==> src/rtl/hrp_pkg.sv <==
// Package with the widths, codes and constants shared by the H.264 RTP packetizer files.
package hrp_pkg;

   localparam int DATA_W = 8;
   localparam int LEN_W = 16;
   localparam int SEQ_W = 16;
   localparam int TS_W = 32;
   localparam int PT_W = 7;
   localparam int SSRC_W = 32;
   localparam int MAXPAY_W = 11;
   localparam int TSSTEP_W = 17;
   localparam int FU_TYPE_W = 5;
   localparam int POS_W = 4;

   localparam int CSR_INDEX_W = 2;
   localparam int CSR_DATA_W = 32;

   localparam logic [CSR_INDEX_W-1:0] REG_PAYLOAD_TYPE = 2'd0;
   localparam logic [CSR_INDEX_W-1:0] REG_SSRC = 2'd1;
   localparam logic [CSR_INDEX_W-1:0] REG_MAX_PAYLOAD = 2'd2;
   localparam logic [CSR_INDEX_W-1:0] REG_TIMESTAMP_STEP = 2'd3;

   localparam logic [PT_W-1:0] PAYLOAD_TYPE_RESET = 7'd96;
   localparam logic [SSRC_W-1:0] SSRC_RESET = 32'd0;
   localparam logic [MAXPAY_W-1:0] MAX_PAYLOAD_RESET = 11'd1400;
   localparam logic [TSSTEP_W-1:0] TIMESTAMP_STEP_RESET = 17'd3600;

   localparam int PAYLOAD_LIMIT_DEFAULT = 1400;
   localparam int MIN_PAYLOAD = 2;
   localparam int HEADER_BYTES = 12;

   localparam logic [DATA_W-1:0] RTP_FIRST_BYTE = 8'h80;
   localparam logic [DATA_W-1:0] FU_A_TYPE = 8'd28;
   localparam logic [DATA_W-1:0] NRI_MASK = 8'hE0;
   localparam logic [DATA_W-1:0] TYPE_MASK = 8'h1F;
   localparam logic [DATA_W-1:0] FU_START_BIT = 8'h80;
   localparam logic [DATA_W-1:0] FU_END_BIT = 8'h40;

   localparam logic [POS_W-1:0] POS_FIRST = 4'd0;
   localparam logic [POS_W-1:0] POS_LAST_HEADER = 4'd11;
   localparam logic [POS_W-1:0] POS_FU_INDICATOR = 4'd12;
   localparam logic [POS_W-1:0] POS_FU_HEADER = 4'd13;
   localparam logic [POS_W-1:0] POS_DATA = 4'd14;

endpackage

==> src/rtl/hrp_req_if.sv <==
// Interface for the NAL byte input channel.
interface hrp_req_if;
   logic                          valid;
   logic                          ready;
   logic [hrp_pkg::DATA_W-1:0]    data_byte;
   logic [hrp_pkg::LEN_W-1:0]     nal_length;

   modport source (output valid, output data_byte, output nal_length, input ready);
   modport sink (input valid, input data_byte, input nal_length, output ready);
endinterface

==> src/rtl/hrp_rsp_if.sv <==
// Interface for the RTP packet byte output channel.
interface hrp_rsp_if;
   logic                          valid;
   logic                          ready;
   logic [hrp_pkg::DATA_W-1:0]    out_byte;
   logic                          packet_end;
   logic                          run_last;

   modport source (output valid, output out_byte, output packet_end, output run_last,
                   input ready);
   modport sink (input valid, input out_byte, input packet_end, input run_last,
                 output ready);
endinterface

==> src/rtl/h264_rtp_packetizer_top.sv <==
// Top level of the H.264 RTP packetizer with single NAL unit and FU-A packetization.
//
// The req channel carries NAL unit bytes, header byte first, each with the NAL
// length, which is sampled only on the first byte of a NAL. The rsp channel
// carries RTP packet bytes with a packet end flag and a flag on the last byte
// caused by each input byte. The user must write registers through the csr port
// only while the block is idle; the block itself does not enforce it.
// A byte that opens a packet yields a 12-byte RTP header, for FU-A also the FU
// indicator and FU header, and then the data byte. Other payload bytes yield
// only the data byte, so the input streams at one byte per cycle inside a packet
// while the receiver does not stall. The FU-A NAL header byte yields no output bytes.
// A transfer is kept in a descriptor register while a position counter walks its
// bytes into the output register; the first byte of a transfer is held in the
// descriptor register and reaches the rsp port through the output register.
// Reset clears the sequence number, timestamp, NAL progress and both output
// stages and restores the register defaults. When the receiver stalls, the
// output register holds its byte and the input is taken again only once the
// descriptor has been drained.
module h264_rtp_packetizer_top #(
   parameter int PAYLOAD_LIMIT = hrp_pkg::PAYLOAD_LIMIT_DEFAULT
) (
   input  logic                                clock,
   input  logic                                reset,
   hrp_req_if.sink                             req_if,
   hrp_rsp_if.source                           rsp_if,
   input  logic                                csr_write_enable,
   input  logic [hrp_pkg::CSR_INDEX_W-1:0]     csr_index,
   input  logic [hrp_pkg::CSR_DATA_W-1:0]      csr_write_data
);

   localparam int FILL_W = $clog2(PAYLOAD_LIMIT + 1);
   localparam int LEN_W = hrp_pkg::LEN_W;
   localparam int DATA_W = hrp_pkg::DATA_W;
   localparam int HDR_W = hrp_pkg::HEADER_BYTES * DATA_W;

   logic [hrp_pkg::PT_W-1:0]        payload_type_ff;
   logic [hrp_pkg::SSRC_W-1:0]      ssrc_ff;
   logic [hrp_pkg::MAXPAY_W-1:0]    max_payload_ff;
   logic [hrp_pkg::TSSTEP_W-1:0]    timestamp_step_ff;

   logic [hrp_pkg::SEQ_W-1:0]       seq_ff, seq_in;
   logic [hrp_pkg::TS_W-1:0]        ts_ff, ts_in;
   logic [LEN_W-1:0]                left_ff, left_in;
   logic [FILL_W-1:0]               fill_ff, fill_in;
   logic                            frag_ff, frag_in;
   logic [DATA_W-1:0]               fu_ind_ff, fu_ind_in;
   logic [hrp_pkg::FU_TYPE_W-1:0]   fu_type_ff, fu_type_in;
   logic                            fu_start_ff, fu_start_in;

   logic                            desc_valid_ff;
   logic [hrp_pkg::POS_W-1:0]       pos_ff, pos_in;
   logic                            desc_fu_ff;
   logic [hrp_pkg::SEQ_W-1:0]       desc_seq_ff;
   logic [hrp_pkg::TS_W-1:0]        desc_ts_ff;
   logic [DATA_W-1:0]               desc_fh_ff, desc_ind_ff, desc_data_ff;
   logic                            desc_end_ff;

   logic                            out_valid_ff;
   logic [DATA_W-1:0]               out_byte_ff;
   logic                            out_end_ff;
   logic                            out_last_ff;

   logic [LEN_W-1:0]                eff;
   logic [LEN_W-1:0]                len_eff;
   logic [LEN_W-1:0]                fill_inc;
   logic                            has_out, has_hdr, has_fu, end_flag;
   logic [DATA_W-1:0]               fh;
   logic                            accept, move, desc_done;
   logic [HDR_W-1:0]                hdr_vec;
   logic [DATA_W-1:0]               cur_byte;
   logic                            cur_last;

   always_ff @(posedge clock) begin
      if (reset) begin
         payload_type_ff <= hrp_pkg::PAYLOAD_TYPE_RESET;
         ssrc_ff <= hrp_pkg::SSRC_RESET;
         max_payload_ff <= hrp_pkg::MAX_PAYLOAD_RESET;
         timestamp_step_ff <= hrp_pkg::TIMESTAMP_STEP_RESET;
      end else if (csr_write_enable) begin
         unique case (csr_index)
            hrp_pkg::REG_PAYLOAD_TYPE: payload_type_ff <= csr_write_data[hrp_pkg::PT_W-1:0];
            hrp_pkg::REG_SSRC: ssrc_ff <= csr_write_data[hrp_pkg::SSRC_W-1:0];
            hrp_pkg::REG_MAX_PAYLOAD: max_payload_ff <= csr_write_data[hrp_pkg::MAXPAY_W-1:0];
            hrp_pkg::REG_TIMESTAMP_STEP:
               timestamp_step_ff <= csr_write_data[hrp_pkg::TSSTEP_W-1:0];
            default: ;
         endcase
      end
   end

   always_comb begin
      if (LEN_W'(max_payload_ff) < LEN_W'(hrp_pkg::MIN_PAYLOAD)) begin
         eff = LEN_W'(hrp_pkg::MIN_PAYLOAD);
      end else if (LEN_W'(max_payload_ff) > LEN_W'(PAYLOAD_LIMIT)) begin
         eff = LEN_W'(PAYLOAD_LIMIT);
      end else begin
         eff = LEN_W'(max_payload_ff);
      end
   end

   assign pos_in = (pos_ff == hrp_pkg::POS_LAST_HEADER && !desc_fu_ff) ?
                   hrp_pkg::POS_DATA : pos_ff + 1'b1;
   assign desc_done = (pos_ff == hrp_pkg::POS_DATA);
   assign move = desc_valid_ff && (!out_valid_ff || rsp_if.ready);
   assign req_if.ready = !desc_valid_ff || (move && desc_done);
   assign accept = req_if.valid && req_if.ready;

   always_comb begin
      seq_in = seq_ff;
      ts_in = ts_ff;
      left_in = left_ff;
      fill_in = fill_ff;
      frag_in = frag_ff;
      fu_ind_in = fu_ind_ff;
      fu_type_in = fu_type_ff;
      fu_start_in = fu_start_ff;
      has_out = 1'b0;
      has_hdr = 1'b0;
      has_fu = 1'b0;
      end_flag = 1'b0;
      fh = DATA_W'(fu_type_ff);
      fill_inc = LEN_W'(fill_ff) + 1'b1;
      len_eff = (req_if.nal_length == '0) ? LEN_W'(1) : req_if.nal_length;
      if (left_ff == '0) begin
         left_in = len_eff - 1'b1;
         fill_in = '0;
         if (len_eff < eff) begin
            frag_in = 1'b0;
            has_out = 1'b1;
            has_hdr = 1'b1;
            end_flag = (left_in == '0);
         end else begin
            frag_in = 1'b1;
            fu_ind_in = (req_if.data_byte & hrp_pkg::NRI_MASK) | hrp_pkg::FU_A_TYPE;
            fu_type_in = hrp_pkg::FU_TYPE_W'(req_if.data_byte & hrp_pkg::TYPE_MASK);
            fu_start_in = 1'b1;
         end
      end else if (!frag_ff) begin
         left_in = left_ff - 1'b1;
         has_out = 1'b1;
         end_flag = (left_in == '0);
      end else begin
         has_out = 1'b1;
         if (fill_ff == '0) begin
            has_hdr = 1'b1;
            has_fu = 1'b1;
            fu_start_in = 1'b0;
            if (fu_start_ff) begin
               fh = fh | hrp_pkg::FU_START_BIT;
            end
            if (left_ff <= eff) begin
               fh = fh | hrp_pkg::FU_END_BIT;
            end
         end
         left_in = left_ff - 1'b1;
         end_flag = (left_in == '0) || (fill_inc >= eff);
         fill_in = end_flag ? '0 : FILL_W'(fill_inc);
         if (left_in == '0) begin
            frag_in = 1'b0;
         end
      end
      if (has_out && left_in == '0) begin
         ts_in = ts_ff + hrp_pkg::TS_W'(timestamp_step_ff);
      end
      if (has_hdr) begin
         seq_in = seq_ff + 1'b1;
      end
   end

   always_ff @(posedge clock) begin
      if (reset) begin
         seq_ff <= '0;
         ts_ff <= '0;
         left_ff <= '0;
         fill_ff <= '0;
         frag_ff <= 1'b0;
         fu_ind_ff <= '0;
         fu_type_ff <= '0;
         fu_start_ff <= 1'b0;
      end else if (accept) begin
         seq_ff <= seq_in;
         ts_ff <= ts_in;
         left_ff <= left_in;
         fill_ff <= fill_in;
         frag_ff <= frag_in;
         fu_ind_ff <= fu_ind_in;
         fu_type_ff <= fu_type_in;
         fu_start_ff <= fu_start_in;
      end
   end

   always_ff @(posedge clock) begin
      if (reset) begin
         desc_valid_ff <= 1'b0;
         pos_ff <= hrp_pkg::POS_FIRST;
      end else if (accept) begin
         desc_valid_ff <= has_out;
         pos_ff <= has_hdr ? hrp_pkg::POS_FIRST : hrp_pkg::POS_DATA;
      end else if (move) begin
         desc_valid_ff <= !desc_done;
         pos_ff <= pos_in;
      end
   end

   always_ff @(posedge clock) begin
      if (accept) begin
         desc_fu_ff <= has_fu;
         desc_seq_ff <= seq_ff;
         desc_ts_ff <= ts_ff;
         desc_fh_ff <= fh;
         desc_ind_ff <= fu_ind_ff;
         desc_data_ff <= req_if.data_byte;
         desc_end_ff <= end_flag;
      end
   end

   assign hdr_vec = {hrp_pkg::RTP_FIRST_BYTE, 1'b0, payload_type_ff, desc_seq_ff,
                     desc_ts_ff, ssrc_ff};

   always_comb begin
      cur_last = 1'b0;
      case (pos_ff)
         hrp_pkg::POS_FU_INDICATOR: cur_byte = desc_ind_ff;
         hrp_pkg::POS_FU_HEADER: cur_byte = desc_fh_ff;
         hrp_pkg::POS_DATA: begin
            cur_byte = desc_data_ff;
            cur_last = 1'b1;
         end
         default: cur_byte = hdr_vec[(hrp_pkg::POS_LAST_HEADER - pos_ff) * DATA_W +: DATA_W];
      endcase
   end

   always_ff @(posedge clock) begin
      if (reset) begin
         out_valid_ff <= 1'b0;
      end else if (move) begin
         out_valid_ff <= 1'b1;
      end else if (rsp_if.ready) begin
         out_valid_ff <= 1'b0;
      end
   end

   always_ff @(posedge clock) begin
      if (move) begin
         out_byte_ff <= cur_byte;
         out_end_ff <= cur_last && desc_end_ff;
         out_last_ff <= cur_last;
      end
   end

   assign rsp_if.valid = out_valid_ff;
   assign rsp_if.out_byte = out_byte_ff;
   assign rsp_if.packet_end = out_end_ff;
   assign rsp_if.run_last = out_last_ff;

endmodule

==> src/flat_wrapper.sv <==
// flat-port wrapper written by rule: the top's interface ports become plain ports
module h264_rtp_packetizer_top_flat 
#(
   parameter int PAYLOAD_LIMIT = hrp_pkg::PAYLOAD_LIMIT_DEFAULT
)
  (clock, reset, csr_write_enable, csr_index, csr_write_data, req_if_valid, req_if_data_byte, req_if_nal_length, req_if_ready, rsp_if_valid, rsp_if_out_byte, rsp_if_packet_end, rsp_if_run_last, rsp_if_ready);
  hrp_req_if req_if_i ();
  hrp_rsp_if rsp_if_i ();
  input  logic clock;
  input  logic reset;
  input  logic csr_write_enable;
  input  logic [hrp_pkg::CSR_INDEX_W-1:0] csr_index;
  input  logic [hrp_pkg::CSR_DATA_W-1:0] csr_write_data;
  input wire logic [$bits(req_if_i.valid)-1:0] req_if_valid;
  input wire logic [$bits(req_if_i.data_byte)-1:0] req_if_data_byte;
  input wire logic [$bits(req_if_i.nal_length)-1:0] req_if_nal_length;
  output wire logic [$bits(req_if_i.ready)-1:0] req_if_ready;
  output wire logic [$bits(rsp_if_i.valid)-1:0] rsp_if_valid;
  output wire logic [$bits(rsp_if_i.out_byte)-1:0] rsp_if_out_byte;
  output wire logic [$bits(rsp_if_i.packet_end)-1:0] rsp_if_packet_end;
  output wire logic [$bits(rsp_if_i.run_last)-1:0] rsp_if_run_last;
  input wire logic [$bits(rsp_if_i.ready)-1:0] rsp_if_ready;
  assign req_if_i.valid = req_if_valid;
  assign req_if_i.data_byte = req_if_data_byte;
  assign req_if_i.nal_length = req_if_nal_length;
  assign req_if_ready = req_if_i.ready;
  assign rsp_if_valid = rsp_if_i.valid;
  assign rsp_if_out_byte = rsp_if_i.out_byte;
  assign rsp_if_packet_end = rsp_if_i.packet_end;
  assign rsp_if_run_last = rsp_if_i.run_last;
  assign rsp_if_i.ready = rsp_if_ready;
  h264_rtp_packetizer_top #(.PAYLOAD_LIMIT(PAYLOAD_LIMIT)) u_core (.clock(clock), .reset(reset), .req_if(req_if_i), .rsp_if(rsp_if_i), .csr_write_enable(csr_write_enable), .csr_index(csr_index), .csr_write_data(csr_write_data));
endmodule
==> config.mk <==
export PLATFORM = sky130hd
export DESIGN_NAME = h264_rtp_packetizer_top_flat
export DESIGN_NICKNAME = d
export VERILOG_FILES = /design/src/rtl/hrp_pkg.sv /design/src/rtl/hrp_req_if.sv /design/src/rtl/hrp_rsp_if.sv /design/src/rtl/h264_rtp_packetizer_top.sv /design/src/flat_wrapper.sv
export SDC_FILE = /design/constraint.sdc
export NUM_CORES = 1
export LEC_CHECK = 0
export BUFFER_PORTS_ARGS = -buffer_cell sky130_fd_sc_hd__buf_2
export CORE_MARGIN = 4
export CORE_UTILIZATION = 47
export CTS_BUF_LIST = sky130_fd_sc_hd__clkbuf_4
export DETAILED_ROUTE_END_ITERATION = 16
export PLACE_DENSITY = 0.64
export SKIP_LAST_GASP = 1
export SLEW_MARGIN = 20
export SYNTH_ARGS = -nofsm -noshare
export SYNTH_HDL_FRONTEND = slang
export SYNTH_SLANG_ARGS = --single-unit
==> constraint.sdc <==
create_clock -name clock -period 5.4 [get_ports clock]
set_clock_uncertainty 0.1 [all_clocks]
set_input_delay 0.27 -clock clock [delete_from_list [all_inputs] [get_ports clock]]
set_output_delay 0.27 -clock clock [all_outputs]
set_load 0.02 [all_outputs]
# Yosys cells after proc, flatten, opt, wreduce, memory -nomap -nowiden
# Cells that the tools add are included.
# classes
add_sub_neg	7
magnitude_cmp	5
n_eq_ne	8
shift	1
mux	38
bitwise_logic	3
reduce_logical	34
# ops
operator	n
$shiftx A96 B33 Y8	1
$logic_not A16 Y1	5
$mux W16	3
$mux W11	4
$add A32 B17 Y32	1
$sub A16 B1 Y16 const B	2
$pmux W8 S3	1
$mux W1	21
$add A16 B1 Y16 const B	1
$eq A4 B4 Y1 const B	4
$ge A16 B16 Y1	1
$le A16 B16 Y1	1
$lt A16 B16 Y1	1
$mux W4	4
$mux W5	3
$reduce_and A2 Y1	7
$add A11 B1 Y12 const B	1
$gt A11 B11 Y1 const B	1
$logic_not A11 Y1	1
$lt A11 B2 Y1 const B	1
$mux W8	1
$reduce_bool A2 Y1	4
$mux W7	1
$logic_and A1 B1 Y1	6
12 further kinds	20
# totals
regBits	243
input_bits	63
wordCells	122

# Logic depth before layout (Yosys ltp)
# logic_depth
depth_word	8
ltp_mapped	16
mapped_depth_nobuf	15

# Worst setup path before layout
# No wires, ideal clock.
# synth_path
path_type	reg-to-reg
start	register u_core.pos_ff[0] in the netlist's numbering
end	register u_core.left_ff[2]
setup_time_ps	76
arrival_time_ps	4721
t_required_ps	5224
setup_slack_ps	503
stages_incl_launch_ff	14
cell_sequence	dfxtp_1 -> inv_1 -> clkbuf_1 -> ha_1 -> and2_0 -> clkbuf_1 -> nand2_1 -> nand2_1 -> nand2_2 -> inv_1 -> clkbuf_1 -> clkbuf_1 -> a22oi_1 -> nor2_1
# synth_between
elab_chain_len	4
# synth_rtl
element	line_no	source
start, declared	h264_rtp_packetizer_top.sv:51	logic [hrp_pkg::POS_W-1:0] pos_ff, pos_in;
start signal, assigned	h264_rtp_packetizer_top.sv:195	pos_ff <= hrp_pkg::POS_FIRST;
start signal, assigned	h264_rtp_packetizer_top.sv:198	pos_ff <= has_hdr ? hrp_pkg::POS_FIRST : hrp_pkg::POS_DATA;
start signal, assigned	h264_rtp_packetizer_top.sv:201	pos_ff <= pos_in;
$eq A4 B4 Y1	h264_rtp_packetizer_top.sv:103	assign desc_done = (pos_ff == hrp_pkg::POS_DATA);
$logic_and A1 B1 Y1	h264_rtp_packetizer_top.sv:105	assign req_if.ready = !desc_valid_ff || (move && desc_done);
$logic_or A1 B1 Y1	h264_rtp_packetizer_top.sv:105	
via req_if_ready	flat_wrapper.sv:17	output wire logic [$bits(req_if_i.ready)-1:0] req_if_ready;
$logic_and A1 B1 Y1	h264_rtp_packetizer_top.sv:106	assign accept = req_if.valid && req_if.ready;
via u_core.accept	h264_rtp_packetizer_top.sv:68	logic accept, move, desc_done;
end signal, assigned	h264_rtp_packetizer_top.sv:183	left_ff <= left_in;
end, declared	h264_rtp_packetizer_top.sv:43	logic [LEN_W-1:0] left_ff, left_in;
# The timed path passes the listed nets, and every way through them passes these cells.
# A chain may end at the register's enable or synchronous reset.

# Final worst setup path
# layout_path
start	register u_core.max_payload_ff[1] in the netlist's numbering
end	register u_core.ts_ff[28] in the netlist's numbering
# layout_between
elab_chain_len	8
elab_cells_between_ends	9
classes_between	3 x order compare; 4 x mux; 2 x reduce/logical
# layout_rtl
element	line_no	source
start, declared	h264_rtp_packetizer_top.sv:38	logic [hrp_pkg::MAXPAY_W-1:0] max_payload_ff;
start signal, assigned	h264_rtp_packetizer_top.sv:77	max_payload_ff <= hrp_pkg::MAX_PAYLOAD_RESET;
start signal, assigned	h264_rtp_packetizer_top.sv:83	hrp_pkg::REG_MAX_PAYLOAD: max_payload_ff <= csr_write_data[hrp_pkg::MAXPAY_W-1:0];
$gt A11 B11 Y1	h264_rtp_packetizer_top.sv:94	end else if (LEN_W'(max_payload_ff) > LEN_W'(PAYLOAD_LIMIT)) begin
$mux W11	h264_rtp_packetizer_top.sv:94	
$mux W16 *	h264_rtp_packetizer_top.sv:92	if (LEN_W'(max_payload_ff) < LEN_W'(hrp_pkg::MIN_PAYLOAD)) begin
$lt A16 B16 Y1 *	h264_rtp_packetizer_top.sv:127	if (len_eff < eff) begin
$mux W1 *	h264_rtp_packetizer_top.sv:127	
$mux W1 *	h264_rtp_packetizer_top.sv:124	if (left_ff == '0) begin
$logic_and A1 B1 Y1 *	h264_rtp_packetizer_top.sv:162	if (has_out && left_in == '0) begin
$reduce_and A2 Y1 (no source line) *	--	
end signal, assigned	h264_rtp_packetizer_top.sv:182	ts_ff <= ts_in;
end, declared	h264_rtp_packetizer_top.sv:42	logic [hrp_pkg::TS_W-1:0] ts_ff, ts_in;
# Mark *: on every way between the ends. The rest lies on a longest branch, timed or not.

==> metrics.md <==
| Metric | Value |
|---|---|
| Status | completed |
| Min cycle time layout | 4.34 ns |
| H-tree Lvls | 3 |
| Area Growth Syn to Fin | 15.7% |
| Die height | 170 um |
| Rows | 59 |
| Achievable Freq | 230 MHz |
| Maximum vdd drop | 0.307 mV |
| Initial DRT Pass Iterations | 5 |
| Register area share after synthesis | 0.448 |
| Global routing's busiest layer | met2 |
| Max-slew headroom | 0.510 |
| Crit path max-delay cell type | nor4_1 |
| Crit Path Class | flop to flop |
| Cells on Worst Hold Path | 4 |
| Fin crit share | 0.805 |
| Clock transition at the registers of the reported paths | 0.07 ns |
| Synth warnings | 0 |
| Async SR Flop Fraction | 0 |
| Detailed Place HPWL | roughly 22,000 um |
| Most common cell on crit path | a21oi_1 |
| R2R setup slack | around 1.1 ns |
| Setup crit end kind | flop |
| Initial DRC Count | 805 |
| Core area | 26,000 um2 |
| Setup_tns | 0 ns |
| Worst Setup SP | u_core.max_payload_ff[1] |
| Fin. Hold Viols | 0 |
| Reg2Reg Depth | 15 |
| Met3 Track Usage GR | 0.0472 |
| Clock sink total | 238 |
| Mapped Cells | approximately 1,300 |
| Reg-to-reg endpoint | u_core.ts_ff[28] |
| RSZ-0062 raised after global routing | false |
| Hold Path Class | input port to flop |
| Post-synth top area share | 0.257 |
| Arrival @ worst endpoint | between 4 and 5 ns |
| Area leader, netlist | dfxtp_1 |
| Leakage power | 5.50 nW |
| Top area cells in the synthesized netlist | dfxtp_1 26%, edfxtp_1 19%, nand2_1 6.4%, ha_1 6.2%, a21oi_1 5.2% |
| Total of max-cap violations | 0 |
| Routability cong. | 0.875 |
| Nets@finish | 1,596 |
| Post-route ant nets | 0 |
| Post-Syn Area | 12,400 um2 |
| First-pass GRT wire length | about 52,000 um |
| CTS Root Cell | clkbuf_4 |
| Number of flops mapped to enable cells by yosys | between 70 and 80 |
| #FFs+latches synth | 238 |
| Skew-Pair Late Insertion Delay | 0.70 ns |
| Postcts setup bufs | 0 |
| Startpoint of the worst hold path | req_if_nal_length[9] |
| RR Startpoint | u_core.max_payload_ff[1] |
| Hold WS | 0.0769 ns |
| Avg Synthesized Cell Area | slightly above 9 um2 |
| Netlist cell types | 82 |
| Commonest non-fill, non-tap cell in the layout | nand2_1 |
| Worst-margin pin slew | 0.733 ns |
| TritonCTS clock tree | done |
| Most frequent cells in the layout | 210 x nand2_1, 159 x dfxtp_1, 130 x a21oi_1, 124 x nor2_1, 94 x clkbuf_4 |
| PostCTS Resize Cnt | 0 |
| Critical Path RT | 5.80 ns |
| Hold endpoint | u_core.desc_end_ff |
| Initial Util | 0.477 |
| Worst path cell trace | nor4_1 -> a41oi_1 -> and2_1 -> nor2_1 -> ha_1 -> a21o_1 -> a31oi_1 -> a21oi_1 -> a211o_1 -> a21oi_1 -> nand4_2 -> buf_4 -> nor4_1 -> a21bo_2 -> a21oi_1 |
| Share of cells above drive strength 1 | 0.165 |
| Power Density | 397 nW/um2 |
| Worst-case clock buffer depth | 3 |
| Wire per inst | 17.5 um |
| Total CTS buffers | 66 |
| Final setup vio count | 0 |
| Routed vias/inst | 5.58 |
| GRT Residual Overflow | 0 |
| Predominant post-synthesis flop cell | dfxtp_1 |
| IO Port Bufs | 74 |
| # DRC | 0 |
| Max-slew violations | 0 |
| Largest net degree at the start of global routing | 105 |
| Final wirelength | approximately 33,000 um |
| CP max stage delay | 0.47 ns |
| Die width | around 170 um |
| Gr usage total | 0.221 |
| M2 GR Usage | 0.343 |
| Via count | 10,385 |
| Post-layout util | 0.552 |
| Critical-path maximum fanout | 36 |
| Startpoint types | flop |
| Number of antenna violations at the first check in global routing | 1 |
| Die area | 29,000 um2 |
| Met1 Use GR | 0.307 |
| Vias in the first global route | 9,977 |
| Num ports | 75 |
| Mapped Nets | 1,458 |
==> how the worst max path moves through the flow <==
stage	endpoint	depth (start not counted)
2_1_floorplan	u_core.left_ff[2]	13
3_3_place_gp	u_core.ts_ff[31]	15
3_5_place_dp	u_core.ts_ff[31]	15
4_1_cts	u_core.ts_ff[28]	15
5_1_grt	u_core.ts_ff[26]	15
6_report	u_core.ts_ff[28]	15
==> registers in the layout, summed over array words and instances, names as in the netlist, 7 cells and up <==
name                      cells
u_core.max_payload_ff        11
u_core.ts_ff                 32
u_core.desc_seq_ff           16
u_core.left_ff               16
u_core.timestamp_step_ff     17
u_core.desc_ts_ff            32
u_core.payload_type_ff        7
u_core.desc_fh_ff             7
u_core.seq_ff                16
u_core.rsp_if.out_byte        8
u_core.ssrc_ff               32
u_core.desc_data_ff           8
u_core.fill_ff               11
==> Yosys cell counts (12+ instances only) <==
library cell	number
edfxtp_1	79
inv_1	31
o21ai_0	40
mux2i_1	22
nand2_1	210
nor2_1	125
nand2b_1	14
nor4_1	21
dfxtp_1	159
ha_1	61
a21o_1	12
clkbuf_1	54
nand3b_1	14
nor3_1	32
a21oi_1	130
nand3_1	35
xor2_1	14
xnor2_1	47
mux4_2	16
==> logic make-up (layout without fill, tap and decap cells) <==
group / Yosys count / count (layout) / synth area share
AO/OA/AOI/OAI: 275 / 275 / 0.137
other: 0 / 1 / 0
XOR/XNOR: 61 / 61 / 0.0431
adder cells (fa/ha/maj): 62 / 62 / 0.0632
AND/OR/NAND/NOR: 546 / 546 / 0.215
multiplexers: 44 / 44 / 0.0523
flip-flops: 238 / 238 / 0.448
buffers and inverters: 107 / 299 / 0.0405
==> metal layers <==
metal | wire, um | vias up
li1 | - | 5105
met3 | 1820 | 77
met1 | 14900 | 4886
met4 | 993 | 0
met2 | 14800 | 317
met5 | 0 | -
==> metrics by stage <==
stage	worst slack, ns	cells	power [mW]	instance area [um2]
global placement	0.995	1679	4.03	12900
floorplan	0.503	1333	3.63	12400
detailed placement	0.963	1679	4.05	12900
CTS	1.09	1858	5.72	14300
global route	0.589	1861	6.05	14300
finish	1.06	1861	5.70	14300
==> final cells by class <==
cell class,instances,area [um2]
flip-flops and latches,238,5560
clock buffers,93,698
repair buffers,146,1080
inverters,31,118
well taps,335,419
multi-input cells,988,6350
diodes,1,2.50
fillers,2372,11600
clock inverters,29,130
==> critical path, delay by kind of cell, from the launching register on <==
kind | cells | cell delay, ns
buffers and inverters | 1 | 0.30
adders and majority gates | 1 | 0.34
AOI/OAI and AO/OA | 8 | 1.54
DFF | 1 | 0.33
and+or+nand+nor | 5 | 1.57
==> report_power, final <==
| part | switching, mW | total (mW) | internal (mW) |
|---|---|---|---|
| clock | 0.808 | 1.62 | 0.809 |
| sequential | 0.189 | 2.25 | 2.06 |
| combinational | 1.12 | 1.83 | 0.708 |
==> what timing repair did <==
item	CTS	global route
hold buffers	57	0
hold endpoints to repair	118	0
endpoints found under the setup margin	0	0
Note: power is estimated with default switching activity, not from simulation.
